### config.mk
export PLATFORM = sky130hd
export DESIGN_NAME = capacitor_bank_balancer
export DESIGN_NICKNAME = d
export VERILOG_FILES = /design/src/rtl/core/capb_pkg.sv /design/src/rtl/core/capacitor_bank_balancer.sv /design/src/rtl/core/capb_lane.sv /design/src/rtl/core/capb_merge.sv /design/src/rtl/core/capb_ctrl.sv
export SDC_FILE = /design/constraint.sdc
export NUM_CORES = 1
export LEC_CHECK = 0
export ABC_AREA = 1
export BUFFER_PORTS_ARGS = -buffer_cell sky130_fd_sc_hd__buf_2
export CAP_MARGIN = 15
export CORE_ASPECT_RATIO = 0.6
export CORE_MARGIN = 4
export CORE_UTILIZATION = 58
export CTS_BUF_LIST = sky130_fd_sc_hd__clkbuf_4
export CTS_CLUSTER_SIZE = 40
export DETAILED_ROUTE_END_ITERATION = 7
export PLACE_DENSITY = 0.77
export SYNTH_ARGS = -nofsm -noshare
export SYNTH_HDL_FRONTEND = slang
export SYNTH_SLANG_ARGS = --single-unit
### constraint.sdc
create_clock -name clk -period 4.6 [get_ports clk]
set_clock_uncertainty 0.15 [all_clocks]
set_input_delay 0 -clock clk [delete_from_list [all_inputs] [get_ports clk]]
set_output_delay 0 -clock clk [all_outputs]
set_load 0.02 [all_outputs]
### src/rtl/core/capb_pkg.sv
// ----------------------------------------------------------------------------
// capb_pkg
// Shared widths, mode codes and types for the capacitor bank balancer.
// ----------------------------------------------------------------------------
package capb_pkg;

    // field widths
    localparam int CELLS      = 4;
    localparam int IDX_W      = 2;
    localparam int MV_W       = 13;
    localparam int THR_W      = 10;
    localparam int SUM_W      = 15;
    localparam int MODE_W     = 3;
    localparam int CFG_IDX_W  = 1;
    localparam int CFG_DATA_W = 13;

    // register indexes
    localparam logic [CFG_IDX_W-1:0] REG_TARGET = 1'd0;
    localparam logic [CFG_IDX_W-1:0] REG_THRESH = 1'd1;

    // register reset values
    localparam logic [MV_W-1:0]  TARGET_RST = 13'd0;
    localparam logic [THR_W-1:0] THRESH_RST = 10'd20;

    // controller mode codes
    localparam logic [MODE_W-1:0] MODE_INIT      = 3'd0;
    localparam logic [MODE_W-1:0] MODE_CHARGE    = 3'd1;
    localparam logic [MODE_W-1:0] MODE_BALANCE   = 3'd2;
    localparam logic [MODE_W-1:0] MODE_MAINTAIN  = 3'd3;
    localparam logic [MODE_W-1:0] MODE_DISCHARGE = 3'd4;

    // statistics from the merging stage
    typedef struct packed {
        logic [MV_W-1:0]  max_mv;
        logic [IDX_W-1:0] max_idx;
        logic [MV_W-1:0]  min_mv;
        logic [MV_W-1:0]  avg_mv;
    } stats_t;

    // controller decision for one item
    typedef struct packed {
        logic              charge_on;
        logic [CELLS-1:0]  bleed_mask;
        logic [MODE_W-1:0] next_mode;
    } decision_t;

endpackage

### src/rtl/core/capacitor_bank_balancer.sv
// ----------------------------------------------------------------------------
// capacitor_bank_balancer
// Four-cell capacitor bank balancing controller, one sample set per transfer.
// ----------------------------------------------------------------------------
// Usage:
//   The input channel (in_valid / in_ready) carries four cell voltages in mV.
//   Each transfer yields one result on the output channel (out_valid /
//   out_ready): charge_on, bleed_mask and the mode after the step.
//   Four lanes test each cell against target plus threshold, a merging
//   stage forms max, min and average, and the controller picks the outputs.
//   The result sits in the output register the cycle after the input
//   transfer. Throughput is one item per cycle while the receiver does
//   not stall; the controller mode register updates on each input transfer.
//   When the receiver stalls, the output register holds its result and
//   in_ready stays low until the result is taken; a result taken in the
//   same cycle lets a new input transfer in.
//   Configuration writes (cfg_we, cfg_index, cfg_data) take effect at once.
//   Reset puts the controller in init, target to 0 and threshold to 20 mV,
//   and empties the output register.
// ----------------------------------------------------------------------------
module capacitor_bank_balancer (
    input  logic                             clk,
    input  logic                             rst_n,
    input  logic                             cfg_we,
    input  logic [capb_pkg::CFG_IDX_W-1:0]   cfg_index,
    input  logic [capb_pkg::CFG_DATA_W-1:0]  cfg_data,
    input  logic                             in_valid,
    output logic                             in_ready,
    input  logic [capb_pkg::MV_W-1:0]        cell0_mv,
    input  logic [capb_pkg::MV_W-1:0]        cell1_mv,
    input  logic [capb_pkg::MV_W-1:0]        cell2_mv,
    input  logic [capb_pkg::MV_W-1:0]        cell3_mv,
    output logic                             out_valid,
    input  logic                             out_ready,
    output logic                             charge_on,
    output logic [capb_pkg::CELLS-1:0]       bleed_mask,
    output logic [capb_pkg::MODE_W-1:0]      next_mode
);

    logic [capb_pkg::MV_W-1:0]   target_reg;
    logic [capb_pkg::THR_W-1:0]  thresh_reg;
    logic [capb_pkg::MODE_W-1:0] mode_reg;
    logic                        out_valid_reg;
    capb_pkg::decision_t         result_reg;

    logic [capb_pkg::CELLS-1:0][capb_pkg::MV_W-1:0] cells;
    logic [capb_pkg::CELLS-1:0]  over;
    capb_pkg::stats_t            stats;
    capb_pkg::decision_t         decision;
    logic                        in_xfer;
    logic                        out_valid_next;

    assign cells = {cell3_mv, cell2_mv, cell1_mv, cell0_mv};

    // configuration registers
    always_ff @(posedge clk or negedge rst_n)
    begin
        if (!rst_n)
        begin
            target_reg <= capb_pkg::TARGET_RST;
            thresh_reg <= capb_pkg::THRESH_RST;
        end
        else if (cfg_we)
        begin
            unique case (cfg_index)
                capb_pkg::REG_TARGET: target_reg <= cfg_data;
                capb_pkg::REG_THRESH: thresh_reg <= cfg_data[capb_pkg::THR_W-1:0];
                default: ;
            endcase
        end
    end

    // per-cell lanes
    for (genvar g = 0; g < capb_pkg::CELLS; g++)
    begin : g_lane
        capb_lane u_lane (
            .cell_mv             (cells[g]),
            .target_mv           (target_reg),
            .spread_threshold_mv (thresh_reg),
            .over                (over[g])
        );
    end

    // merging stage
    capb_merge u_merge (
        .cells (cells),
        .stats (stats)
    );

    // mode controller
    capb_ctrl u_ctrl (
        .mode                (mode_reg),
        .stats               (stats),
        .over                (over),
        .target_mv           (target_reg),
        .spread_threshold_mv (thresh_reg),
        .decision            (decision)
    );

    // handshake
    assign in_ready       = !out_valid_reg || out_ready;
    assign in_xfer        = in_valid && in_ready;
    assign out_valid_next = in_xfer || (out_valid_reg && !out_ready);

    // mode and output valid
    always_ff @(posedge clk or negedge rst_n)
    begin
        if (!rst_n)
        begin
            mode_reg      <= capb_pkg::MODE_INIT;
            out_valid_reg <= 1'b0;
        end
        else
        begin
            out_valid_reg <= out_valid_next;
            if (in_xfer)
                mode_reg <= decision.next_mode;
        end
    end

    // result payload
    always_ff @(posedge clk)
    begin
        if (in_xfer)
            result_reg <= decision;
    end

    assign out_valid  = out_valid_reg;
    assign charge_on  = result_reg.charge_on;
    assign bleed_mask = result_reg.bleed_mask;
    assign next_mode  = result_reg.next_mode;

endmodule

### src/rtl/core/capb_lane.sv
// ----------------------------------------------------------------------------
// capb_lane
// Per-cell lane: flags a cell that sits above target plus threshold.
// ----------------------------------------------------------------------------
module capb_lane (
    input  logic [capb_pkg::MV_W-1:0]  cell_mv,
    input  logic [capb_pkg::MV_W-1:0]  target_mv,
    input  logic [capb_pkg::THR_W-1:0] spread_threshold_mv,
    output logic                       over
);

    logic [capb_pkg::MV_W:0] limit;

    // overshoot limit, one bit wider so it cannot wrap
    assign limit = {1'b0, target_mv} + {{(capb_pkg::MV_W-capb_pkg::THR_W+1){1'b0}},
                                        spread_threshold_mv};

    // at or above target and beyond it by more than the threshold
    assign over = {1'b0, cell_mv} > limit;

endmodule

### src/rtl/core/capb_merge.sv
// ----------------------------------------------------------------------------
// capb_merge
// Merging stage: maximum with first index, minimum and truncated average.
// ----------------------------------------------------------------------------
module capb_merge (
    input  logic [capb_pkg::CELLS-1:0][capb_pkg::MV_W-1:0] cells,
    output capb_pkg::stats_t                               stats
);

    logic [capb_pkg::MV_W-1:0]  max_a, max_b, min_a, min_b;
    logic [capb_pkg::IDX_W-1:0] idx_a, idx_b;
    logic [capb_pkg::SUM_W-1:0] sum;

    // first level of the tree, lower index wins on a tie
    always_comb
    begin
        if (cells[1] > cells[0])
        begin
            max_a = cells[1];
            idx_a = 2'd1;
        end
        else
        begin
            max_a = cells[0];
            idx_a = 2'd0;
        end
        if (cells[3] > cells[2])
        begin
            max_b = cells[3];
            idx_b = 2'd3;
        end
        else
        begin
            max_b = cells[2];
            idx_b = 2'd2;
        end
        min_a = (cells[1] < cells[0]) ? cells[1] : cells[0];
        min_b = (cells[3] < cells[2]) ? cells[3] : cells[2];
    end

    // second level and the sum
    always_comb
    begin
        if (max_b > max_a)
        begin
            stats.max_mv  = max_b;
            stats.max_idx = idx_b;
        end
        else
        begin
            stats.max_mv  = max_a;
            stats.max_idx = idx_a;
        end
        stats.min_mv = (min_b < min_a) ? min_b : min_a;
        sum = {2'b00, cells[0]} + {2'b00, cells[1]}
            + {2'b00, cells[2]} + {2'b00, cells[3]};
        stats.avg_mv = sum[capb_pkg::SUM_W-1:capb_pkg::IDX_W];
    end

endmodule

### src/rtl/core/capb_ctrl.sv
// ----------------------------------------------------------------------------
// capb_ctrl
// Mode controller: charge switch, bleed flags and next mode from the stats.
// ----------------------------------------------------------------------------
module capb_ctrl (
    input  logic [capb_pkg::MODE_W-1:0] mode,
    input  capb_pkg::stats_t            stats,
    input  logic [capb_pkg::CELLS-1:0]  over,
    input  logic [capb_pkg::MV_W-1:0]   target_mv,
    input  logic [capb_pkg::THR_W-1:0]  spread_threshold_mv,
    output capb_pkg::decision_t         decision
);

    logic [16:0]               avg_x10, tgt_x3;
    logic [15:0]               max_x5, tgt_x4;
    logic [capb_pkg::MV_W-1:0] spread;
    logic                      spread_hit;
    logic [capb_pkg::CELLS-1:0] max_onehot;

    // exact fraction compares by cross-multiplication
    assign avg_x10 = ({4'd0, stats.avg_mv} << 3) + ({4'd0, stats.avg_mv} << 1);
    assign tgt_x3  = ({4'd0, target_mv} << 1) + {4'd0, target_mv};
    assign max_x5  = ({3'd0, stats.max_mv} << 2) + {3'd0, stats.max_mv};
    assign tgt_x4  = {3'd0, target_mv} << 2;

    // spread test and the bleed flag for the highest cell
    assign spread     = stats.max_mv - stats.min_mv;
    assign spread_hit = spread > {{(capb_pkg::MV_W-capb_pkg::THR_W){1'b0}},
                                  spread_threshold_mv};
    assign max_onehot = capb_pkg::CELLS'(1) << stats.max_idx;

    // mode decisions
    always_comb
    begin
        decision.charge_on  = 1'b0;
        decision.bleed_mask = '0;
        decision.next_mode  = mode;
        unique case (mode)
            capb_pkg::MODE_CHARGE:
            begin
                decision.charge_on = 1'b1;
                if (avg_x10 > tgt_x3)
                    decision.next_mode = capb_pkg::MODE_BALANCE;
            end
            capb_pkg::MODE_BALANCE:
            begin
                decision.charge_on = 1'b1;
                if (spread_hit)
                    decision.bleed_mask = max_onehot;
                if (stats.avg_mv > target_mv)
                    decision.next_mode = capb_pkg::MODE_MAINTAIN;
                else if (max_x5 < tgt_x4)
                    decision.next_mode = capb_pkg::MODE_CHARGE;
            end
            capb_pkg::MODE_MAINTAIN:
            begin
                if (spread_hit)
                    decision.bleed_mask = max_onehot;
                if (stats.min_mv > target_mv)
                    decision.next_mode = capb_pkg::MODE_DISCHARGE;
                else if (stats.max_mv < target_mv)
                    decision.next_mode = capb_pkg::MODE_BALANCE;
            end
            capb_pkg::MODE_DISCHARGE:
            begin
                decision.bleed_mask = over;
                if (over == '0)
                    decision.next_mode = capb_pkg::MODE_MAINTAIN;
            end
            // init and the unused codes
            default:
            begin
                decision.next_mode = capb_pkg::MODE_CHARGE;
            end
        endcase
    end

endmodule

==> impl_metrics.env, run 1 <==
export IMPL_number_of_synthesized_flops_with_an_enable_pin=8
export IMPL_distinct_cells_synth=49
export IMPL_post_synth_top_count_cell="nand2_1"
export IMPL_post_dp_hpwl_um=34200
export IMPL_first_error="[ERROR GRT-0232] Routing congestion too high. Check the congestion heatmap in the GUI."
export IMPL_worst_endpoint_pin_kind="register input"
export IMPL_cts_htree_levels=2
export IMPL_num_rows=37
export IMPL_grt_worst_setup_endpoint="next_mode[1]$_DFFE_PP_/D"
export IMPL_synth_top_cells_by_count="315 x nand2_1, 261 x ha_1, 237 x inv_1, 136 x a21oi_1, 117 x o21ai_0"
export IMPL_postSynthAreaPerCell_um2=6.88
export IMPL_synth_ff_type="dfrtp_1"
export IMPL_synth_seq_cells=35
export IMPL_die_width_um=182
export IMPL_root_buffer="clkbuf_4"
export IMPL_grt_start_max_net_pins=28
export IMPL_initial_core_util=0.602
export IMPL_ys_top_cells_by_area="ha_1 31%, nand2_1 11%, inv_1 8.5%"
export IMPL_grt_use_total=0.852
export IMPL_synth_fp_nets=1875
export IMPL_gp_congestion=1.05
export IMPL_synthDominantCellAreaShare=0.312
export IMPL_placedInstanceArea_um2=14000
export IMPL_die_height_um=112
export IMPL_synthesis_yosys_warnings=0
export IMPL_synth_cell_area_um2=10500
export IMPL_port_buffers=80
export IMPL_haltStage="global routing (5_1_grt)"
export IMPL_syn_inst=1524
export IMPL_post_synth_top_area_cell="ha_1"
export IMPL_ctsLongestPathBuffers=2
export IMPL_synth_seq_area_share=0.0877
export IMPL_cts_made_buffers=5
export IMPL_globalRoute_totalOverflow=392
export IMPL_outcome="stopped before the end"
export IMPL_ioPinCount=81
export IMPL_cts_sinks=35
export IMPL_synthArstFlopShare=0.771
## metrics by stage
step                setup slack [ps]  hold WS, ps  utilization  std cells  setup TNS, ps
floorplan                       -837         -446            -       1524          -5280
global placement               -1630         -124        0.803       2171         -13000
CTS                             -836         32.7        0.905       2245          -6310
detailed placement             -1950         -115        0.803       2171         -15490
## layer usage
layer / overflow / GRT usage
met1: 7 / 0.803
met2: 266 / 1.00
met3: 6 / 0.755
met4: 110 / 0.892
met5: 3 / 0.532
## cell families after synthesis
kind of cell | share of synthesized area
and+or+nand+nor | 0.221
buffers and inverters | 0.0946
xor gates and xnor gates | 0.0619
adders and majority gates | 0.348
DFF | 0.0877
AOI/OAI and AO/OA | 0.187
## repair_timing
action,CTS
hold endpoints to repair,53
buffers inserted,45
cloned,6
hold buffers,17
gates resized for setup,268
pin swaps,120
setup endpoints to repair,10
==> inputs of run 2 (changes only) <==
--- a/config.mk
+++ b/config.mk
@@ -8,13 +8,10 @@
 export ABC_AREA = 1
 export BUFFER_PORTS_ARGS = -buffer_cell sky130_fd_sc_hd__buf_2
 export CAP_MARGIN = 15
-export CORE_ASPECT_RATIO = 0.6
 export CORE_MARGIN = 4
-export CORE_UTILIZATION = 58
-export CTS_BUF_LIST = sky130_fd_sc_hd__clkbuf_4
-export CTS_CLUSTER_SIZE = 40
+export CORE_UTILIZATION = 40
 export DETAILED_ROUTE_END_ITERATION = 7
-export PLACE_DENSITY = 0.77
+export PLACE_DENSITY_LB_ADDON = 0.15
 export SYNTH_ARGS = -nofsm -noshare
 export SYNTH_HDL_FRONTEND = slang
 export SYNTH_SLANG_ARGS = --single-unit
==> impl_metrics.env, run 2 <==
export IMPL_std_cell_core_area_um2=25500
export IMPL_grt_start_max_net_pins=28
export IMPL_port_buffers=80
export IMPL_viasPerCell=5.20
export IMPL_synth_ff_type="dfrtp_1"
export IMPL_power_share_combinational=0.936
export IMPL_synth_seq_area_share=0.0877
export IMPL_synthDominantCellAreaShare=0.312
export IMPL_first_global_vias=12200
export IMPL_maxCapViolCount=0
export IMPL_tightestPinTransition_ps=956
export IMPL_syn_inst=1524
export IMPL_hold_ws_ps=21.5
export IMPL_fmaxAchievable_ghz=0.179
export IMPL_detailedPlace_worstSlack_ps=-1810
export IMPL_critPathRequiredTime_ps=4490
export IMPL_nFillCells=2122
export IMPL_critPathArrivalTime_ps=5470
export IMPL_multi_input_area_um2=10600
export IMPL_synth_top_cells_by_count="315 x nand2_1, 261 x ha_1, 237 x inv_1, 136 x a21oi_1, 117 x o21ai_0"
export IMPL_detail_route_first_pass_iterations=5
export IMPL_failed_checks="negative setup slack"
export IMPL_cts_sinks=35
export IMPL_final_max_slew_viol_count=0
export IMPL_cpPeakStageDelay_ps=360
export IMPL_layout_cells_most_common="buf_4"
export IMPL_power_per_cell_area_nw_per_um2=687
export IMPL_route_vias_total=12500
export IMPL_worst_path_max_fanout=8
export IMPL_ioPinCount=81
export IMPL_timing_final_hold_violations=0
export IMPL_power_switching_mw=5.88
export IMPL_synth_cell_area_um2=10500
export IMPL_clk_insertion_delay_late_ps=280
export IMPL_globalRoute_totalOverflow=0
export IMPL_fin_cells=2395
export IMPL_synthesis_yosys_warnings=0
export IMPL_netSwitchingFraction=0.496
export IMPL_cts_tree="done"
export IMPL_synth_fp_nets=1875
export IMPL_global_route_peak_usage_layer="met2"
export IMPL_cellInternalPower_mw=5.99
export IMPL_final_min_clock_period_ps=5580
export IMPL_flow_area_growth_from_synthesis_pct=64.8
export IMPL_post_place_cells=2302
export IMPL_seqCellArea_um2=918
export IMPL_setup_viol=8
export IMPL_design_area_um2=17300
export IMPL_antenna_found_initial=1
export IMPL_distinct_cells_synth=49
export IMPL_setup_worst_path_start_class="input pin"
export IMPL_unrepaired_setup_endpoints_after_global_routing="yes"
export IMPL_layout_drive_gt1_share=0.437
export IMPL_finish_net_count=2415
export IMPL_post_synth_top_area_cell="ha_1"
export IMPL_number_of_synthesized_flops_with_an_enable_pin=8
export IMPL_post_synth_top_count_cell="nand2_1"
export IMPL_detail_route_iter0_violations=843
export IMPL_outcome="finished, violations left"
export IMPL_synthArstFlopShare=0.771
export IMPL_largest_reg_flops=13
export IMPL_synth_seq_cells=35
export IMPL_drt_wl_total_um=41300
export IMPL_placedInstanceArea_um2=14300
export IMPL_ctsLongestPathBuffers=2
export IMPL_ir_worst_vdd_v=0.00121
export IMPL_die_height_um=170
export IMPL_most_common_layout_cells="426 x buf_4, 264 x nand2_1, 197 x ha_1"
export IMPL_gp_congestion=0.996
export IMPL_die_width_um=170
export IMPL_num_rows=58
export IMPL_share_seq_of_total_power=0.037
export IMPL_num_antenna_cells=0
export IMPL_critPathKind="input pin to flop"
export IMPL_cts_made_buffers=5
export IMPL_grt_first_pass_wirelength_um=62600
export IMPL_use_met3=0.0451
export IMPL_clk_pin_slew_ps=50
export IMPL_cts_htree_levels=2
export IMPL_grtUsageMet2=0.445
export IMPL_ys_top_cells_by_area="ha_1 31%, nand2_1 11%, inv_1 8.5%"
export IMPL_initial_core_util=0.411
export IMPL_root_buffer="clkbuf_16"
export IMPL_wire_per_inst_um=17.2
export IMPL_power_leakage_nw=8.84
export IMPL_clockPowerShare=0.028
export IMPL_slew_headroom=0.357
export IMPL_use_met1=0.368
export IMPL_postSynthAreaPerCell_um2=6.88
export IMPL_grt_use_total=0.272
export IMPL_cp_slowest_cell="fa_2"
export IMPL_number_of_nets_still_failing_antenna_checks_after_routing=0
export IMPL_fin_crit_sh=1.21
export IMPL_critPathCaptureType="flop"
export IMPL_setup_ws_ps=-985
export IMPL_die_area_um2=28800
export IMPL_min_delay_path_class="input pin to flop"
export IMPL_post_dp_hpwl_um=32700
export IMPL_final_core_util=0.678
export IMPL_drt_drc_violations_left=0
run 2: cell families (layout without fill, tap and decap cells):
kind of cell,after synthesis,after routing,share of synthesized area
compound gates,340,340,0.187
xor+xnor,74,74,0.0619
fa+ha+maj,280,280,0.348
flops,35,35,0.0877
simple gates,535,540,0.221
buf+inv,260,796,0.0946
run 2: area by class of cell:
type / instances / share of cell area
clock buffers: 6 / 0.00746
well taps: 330 / 0.0239
clock inverters: 2 / 0.000725
flip-flops and latches: 35 / 0.0532
multi-input cells: 1234 / 0.614
inverters: 243 / 0.0553
repair inverters: 1 / 0.000362
repair buffers: 544 / 0.245
run 2: worst paths after layout:
kind	endpoint	cells after the start	slack (ps)	startpoint
setup reg to reg	mode_reg[0]$_DFFE_PN0P_	27	20	thresh_reg[0]$_DFFE_PN0P_
min in group asynchronous	thresh_reg[8]$_DFFE_PN0P_	2	130	rst_n
hold / removal	mode_reg[1]$_DFFE_PN0P_	5	20	out_ready
max in group asynchronous	mode_reg[1]$_DFFE_PN0P_	2	3750	rst_n
setup / recovery	next_mode[1]$_DFFE_PP_	43	-980	cell3_mv[8]
hold reg to reg	thresh_reg[4]$_DFFE_PN1P_	2	370	thresh_reg[4]$_DFFE_PN1P_
run 2: layer usage:
metal / share of wire / routed length, um
met5: 0.00019 / 8
met4: 0.035 / 1430
met3: 0.065 / 2700
met2: 0.46 / 19000
met1: 0.44 / 18100
run 2: power by group through the flow:
stage	Clock (mW)	Sequential [mW]	Combinational [mW]
floorplan	0	0.456	5.12
global placement	0	0.438	8.41
detailed placement	0	0.437	8.56
CTS	0.337	0.433	9.98
global route	0.356	0.441	12.2
finish	0.327	0.434	11.1
run 2: repair_timing:
action,CTS,global route
pin swaps,133,135
endpoints found under the hold margin,53,0
cloned,7,1
setup buffers,37,30
hold buffers,16,0
resized for setup,252,209
setup endpoints to repair,10,10
run 2: critical path: cells and delay by family:
kind                     cells  cell delay, ps
XOR/XNOR                     1             100
AO/OA/AOI/OAI               10            1500
buffers and inverters        8             870
adder cells (fa/ha/maj)      5            1380
AND/OR/NAND/NOR             19            1590
run 2: through the flow:
step / power, mW / TNS [ps]
after floorplan: 5.57 / -5280
after global placement: 8.85 / -13110
after detailed placement: 8.99 / -13370
after CTS: 10.7 / -6410
after global routing: 13.0 / -9630
final: 11.9 / -6850
No activity file was read; power rests on OpenSTA's default activity.
